`config.mk`:
```
export PLATFORM = sky130hd
export DESIGN_NAME = skd_ctrl
export DESIGN_NICKNAME = d
export VERILOG_FILES = /design/src/design/skd_pkg.sv /design/src/design/skd_ctrl.sv
export SDC_FILE = /design/constraint.sdc
export NUM_CORES = 1
export LEC_CHECK = 0
export ABC_CLOCK_PERIOD_IN_PS = 1260
export BUFFER_PORTS_ARGS = -buffer_cell sky130_fd_sc_hd__buf_2
export CORE_AREA = 2 2 48 50
export CTS_CLUSTER_DIAMETER = 200
export DETAILED_ROUTE_END_ITERATION = 8
export DIE_AREA = 0 0 50 52
export GPL_ROUTABILITY_DRIVEN = 0
export SLEW_MARGIN = 10
export SYNTH_ARGS = -nofsm -noshare
export SYNTH_HDL_FRONTEND = slang
export SYNTH_SLANG_ARGS = --single-unit
```
`constraint.sdc`:
```
create_clock -name clock -period 1.26 [get_ports clock]
set_clock_uncertainty 0.1 [all_clocks]
set_input_delay 0.189 -clock clock [delete_from_list [all_inputs] [get_ports clock]]
set_output_delay 0.189 -clock clock [all_outputs]
set_load 0.05 [all_outputs]
```
`src/design/skd_pkg.sv`:
```
// Shared types, constants and helpers for the SimCC keypoint decoder.
package skd_pkg;

   localparam int MAX_JOINTS = 26;
   localparam int MAX_BINS   = 1024;

   localparam int BIN_W      = $clog2(MAX_BINS);
   localparam int JCNT_W     = $clog2(MAX_JOINTS + 1);
   localparam int JIDX_W     = 5;
   localparam int LOGIT_W    = 16;
   localparam int ISR_W      = 16;
   localparam int AFF_W      = 32;
   localparam int COORD_W    = 16;
   localparam int CSR_IDX_W  = 3;
   localparam int CSR_DATA_W = 32;
   localparam int OFF_SHIFT  = 12;
   localparam int FRAC_SHIFT = 24;

   localparam int P_W     = BIN_W + ISR_W;
   localparam int MUL_B_W = P_W + 1;
   localparam int PROD_W  = AFF_W + MUL_B_W;
   localparam int ACC_W   = PROD_W + 2;

   typedef enum logic [CSR_IDX_W-1:0] {
      CSR_INV_SPLIT   = 3'd0,
      CSR_AFFINE_XX   = 3'd1,
      CSR_AFFINE_XY   = 3'd2,
      CSR_AFFINE_XOFF = 3'd3,
      CSR_AFFINE_YX   = 3'd4,
      CSR_AFFINE_YY   = 3'd5,
      CSR_AFFINE_YOFF = 3'd6,
      CSR_MIN_SCORE   = 3'd7
   } csr_index_type;

   typedef enum logic [7:0] {
      ST_RUN = 8'b0000_0001,
      ST_PX  = 8'b0000_0010,
      ST_PY  = 8'b0000_0100,
      ST_XA  = 8'b0000_1000,
      ST_XB  = 8'b0001_0000,
      ST_YA  = 8'b0010_0000,
      ST_YB  = 8'b0100_0000,
      ST_FIN = 8'b1000_0000
   } state_type;

   typedef struct packed {
      logic                       first_of_frame;
      logic                       axis;
      logic signed [LOGIT_W-1:0]  logit;
      logic                       last_bin;
   } req_type;

   typedef struct packed {
      logic [JIDX_W-1:0]          joint_index;
      logic signed [COORD_W-1:0]  x_coord;
      logic signed [COORD_W-1:0]  y_coord;
      logic signed [LOGIT_W-1:0]  score;
      logic                       valid_res;
   } rsp_type;

   typedef struct packed {
      logic bin_load;
      logic step_px;
      logic step_py;
      logic step_xa;
      logic step_xb;
      logic step_ya;
      logic step_yb;
      logic out_load;
   } cmd_type;

   typedef struct packed {
      logic emit;
   } stat_type;

   localparam logic signed [ACC_W-1:0] RND_HALF  = ACC_W'(1) << (FRAC_SHIFT - 1);
   localparam logic signed [ACC_W-1:0] COORD_MAX = ACC_W'(2 ** (COORD_W - 1) - 1);
   localparam logic signed [ACC_W-1:0] COORD_MIN = ACC_W'(-(2 ** (COORD_W - 1)));

   // Round half up from Q.28 to Q12.4, then saturate.
   function automatic logic signed [COORD_W-1:0] round_sat(input logic signed [ACC_W-1:0] acc);
      logic signed [ACC_W-1:0] q;
      q = (acc + RND_HALF) >>> FRAC_SHIFT;
      if (q > COORD_MAX) begin
         round_sat = COORD_MAX[COORD_W-1:0];
      end else if (q < COORD_MIN) begin
         round_sat = COORD_MIN[COORD_W-1:0];
      end else begin
         round_sat = q[COORD_W-1:0];
      end
   endfunction

endpackage

```
`src/design/skd_ctrl.sv`:
```
// Controller: bin intake, keypoint math sequencing and output handshake.
module skd_ctrl import skd_pkg::*; (
   input  logic     clock,
   input  logic     reset,
   input  logic     req_valid,
   output logic     req_ready,
   output logic     rsp_valid,
   input  logic     rsp_ready,
   input  stat_type stat,
   output cmd_type  cmd
);

   state_type state_ff, state_in;
   logic      out_valid_ff, out_valid_in;

   always_comb begin
      state_in     = state_ff;
      cmd          = '0;
      req_ready    = 1'b0;
      out_valid_in = out_valid_ff & ~rsp_ready;
      case (state_ff)
         ST_RUN: begin
            req_ready    = 1'b1;
            cmd.bin_load = req_valid;
            if (req_valid && stat.emit) begin
               state_in = ST_PX;
            end
         end
         ST_PX: begin
            cmd.step_px = 1'b1;
            state_in    = ST_PY;
         end
         ST_PY: begin
            cmd.step_py = 1'b1;
            state_in    = ST_XA;
         end
         ST_XA: begin
            cmd.step_xa = 1'b1;
            state_in    = ST_XB;
         end
         ST_XB: begin
            cmd.step_xb = 1'b1;
            state_in    = ST_YA;
         end
         ST_YA: begin
            cmd.step_ya = 1'b1;
            state_in    = ST_YB;
         end
         ST_YB: begin
            cmd.step_yb = 1'b1;
            state_in    = ST_FIN;
         end
         ST_FIN: begin
            if (!out_valid_ff || rsp_ready) begin
               cmd.out_load = 1'b1;
               out_valid_in = 1'b1;
               state_in     = ST_RUN;
            end
         end
         default: begin
            state_in = ST_RUN;
         end
      endcase
   end

   assign rsp_valid = out_valid_ff;

   always_ff @(posedge clock) begin
      if (reset) begin
         state_ff     <= ST_RUN;
         out_valid_ff <= 1'b0;
      end else begin
         state_ff     <= state_in;
         out_valid_ff <= out_valid_in;
      end
   end

endmodule

```
==> metrics <==
Final Max Slew Viols=0; max-cap violation count=0; critical path type=reg2out; Worst-Skew Late Latency=0.28 ns; area delta synth->final=94.0%; TritonCTS clock tree=done; Critical Path RT=0.97 ns; WHS Endpoint=rsp_valid; number of synthesized flops with an enable pin=0; H-tree levels=1; GRT Residual Overflow=0; nets=108; Longest Clk Path Bufs=2; fin crit period=1.76 ns; initial core utilization=27.5%; row cnt=17; met2 routed WL=891 um; Post-Syn Area=579 um2; Final Cycle Share=139%; met1 wire length=780 um; Max stage delay cell, worst path=dfxtp_4; clock root cell=clkbuf_4; top layer in use=met4; FILL cells=185; largest net degree at the start of global routing=8; drt total wl=1770 um; crit path cell chain=nor3_4 -> nand2_2 -> nor3b_4 -> buf_6; layout cell share with drive strength beyond 1=80.4%; Die X=50 um; # diodes=0; PwrDens=737 nW/um2; Reg2Reg Depth=5; die area=2600 um2; Routed wire per std cell=13.6 um; CTS Sinks=9; Netlist cell types=28; DRT iter0 DRCs=6; initial antenna violation count=0; Final Hold Viols=0; gate count after technology mapping=66; CTS buffer count=3; CP Data Arrival Time=1.47 ns; CP Launch Type=register; Hold Path Class=in2reg; VDD IR-drop max=430 uV; CP Capture Type=output port; RSZ-0062 raised after global routing=true; reg2reg setup slack=-0.18 ns; outcome=finished with violations; Core Area=2110 um2; ys async rst share=0%; 1st-pass router iterations=3; Slew headroom=83.7%; warnings from Yosys=0; Top delay family on crit path=simple AND/OR/NAND/NOR gates; IO buf count=14; CP peak stage delay=0.38 ns; post-DR vias/cell=4.78; post-route setup slack=-0.495 ns; number of global-route vias before repair=602; failing checks=setup timing; Seq/Total Area, Yosys=31.1%; Worst Setup SP=state_ff[4]; Top Ports=15; Placed Area=846 um2; commonest register cell after synthesis=dfxtp_1; height of the die=52 um; Hold Path Cell Cnt=2; Residual DRC=0; first-pass GRT wire length=2710 um; post-synthesis register bit count=9; total track usage=14.4%; final count of negative-setup-slack endpoints=17; Reg-to-Reg Start=state_ff[3]; Leak=0.441 nW; final antenna-violating net count=0; crit path buf inv count=1; syn nets=71; CTS Hold Bufs=0; Reg-to-Reg End=state_ff[5]; hold path start=reset; Fmax=0.570 GHz; HPWL after DPL=1140 um; Finished Cell Area=1120 um2; Met3 Routed Length=48 um; Clock Pin Slew Worst Setup and Hold Paths=0.07 ns; vias=622; Mapped Avg Cell Area=8.78 um2; Worst Path Max Fanout=4; post-route setup TNS=-5.02 ns; Worst-Margin Slew=0.243 ns
## synth_stat cells (all sizes together), types with 2 or more instances
| master | count | area, um2 |
|---|---|---|
| dfxtp | 9 | 180 |
| nor3b | 3 | 22.5 |
| nor2b | 2 | 12.5 |
| nand2b | 4 | 25.0 |
| nor2 | 7 | 26.3 |
| a21oi | 2 | 10.0 |
| inv | 4 | 15.0 |
| buf | 5 | 41.3 |
| a21o | 2 | 22.5 |
| nand2 | 5 | 18.8 |
| nor3 | 7 | 50.1 |
| nor4b | 3 | 45.0 |
| nor4 | 2 | 18.8 |
## kinds of logic after synthesis
| logic type | Yosys count | synth area share, % |
|---|---|---|
| AND/OR/NAND/NOR | 38 | 45.1 |
| AO/OA/AOI/OAI | 9 | 12.5 |
| flip-flops | 9 | 31.1 |
| buffers and inverters | 9 | 9.72 |
| XOR/XNOR | 1 | 1.51 |
## layout make-up
type	instances	area, um2	share of cell area (%)
clock buffer	4	26.3	2.34
timing repair buffer	37	318	28.3
sequential	9	206	18.4
inverter	4	17.5	1.56
multi-input combinational	48	520	46.3
tap	28	35.0	3.12
## state kept, by name, indices dropped and copies added, names as in the netlist
signal	flops
state_ff	8
rsp_valid	1
## how the worst max path moves through the flow
stage | endpoint | slack [ns] | cells after the start
finish | cmd[6] | -0.50 | 4
global route | cmd[6] | -0.54 | 4
CTS | cmd[7] | -0.47 | 4
detailed placement | cmd[0] | -0.30 | 4
global placement | cmd[0] | -0.30 | 4
floorplan | cmd[7] | -0.33 | 4
## stage by stage
stage	worst slack [ns]	util, %	hold slack [ns]	total power (W)	cells
2_1_floorplan	-0.327	-	0.151	0.000463	66
3_5_place_dp	-0.295	40.2	0.308	0.000527	119
5_1_grt	-0.543	53.4	0.0198	0.000857	130
4_1_cts	-0.474	48.8	0.0164	0.000803	126
6_report	-0.495	53.4	0.00810	0.000828	130
3_3_place_gp	-0.302	40.2	0.292	0.000527	119
## where the power goes
group          internal (W)  switching (W)
sequential         0.000284      0.0000178
clock              0.000123       0.000119
combinational      0.000139       0.000145
total              0.000545       0.000283
## metal layers
layer | vias up | global-route usage, %
met5 | - | 0
met4 | 0 | 11.1
met3 | 5 | 2.59
met2 | 10 | 21.7
met1 | 298 | 18.1
li1 | 309 | -
## layout by cell type, fill, tap and decap left out, drive strengths merged
cell    netlist  final
a21o          2      2
a21oi         2      2
a221oi        1      1
and2          1      1
and3          1      1
and4b         1      1
buf           5     37
clkbuf        0      4
dfxtp         9      9
inv           4      4
nand2         5      5
nand2b        4      4
nand4         1      1
nor2          7      7
nor2b         2      2
nor3          7      7
nor3b         3      3
nor4          2      2
nor4b         3      3
nor4bb        1      1
o211ai        1      1
o21ai         1      1
o21bai        1      1
o221a         1      1
xnor2         1      1
## what timing repair did
| action | in CTS | in global routing |
|---|---|---|
| gates cloned | 0 | 0 |
| gates resized for setup | 42 | 15 |
| buffers inserted | 4 | 4 |
| setup endpoints to repair | 17 | 18 |
| pin swaps | 9 | 15 |
Note: power is estimated with default switching activity, not from simulation.
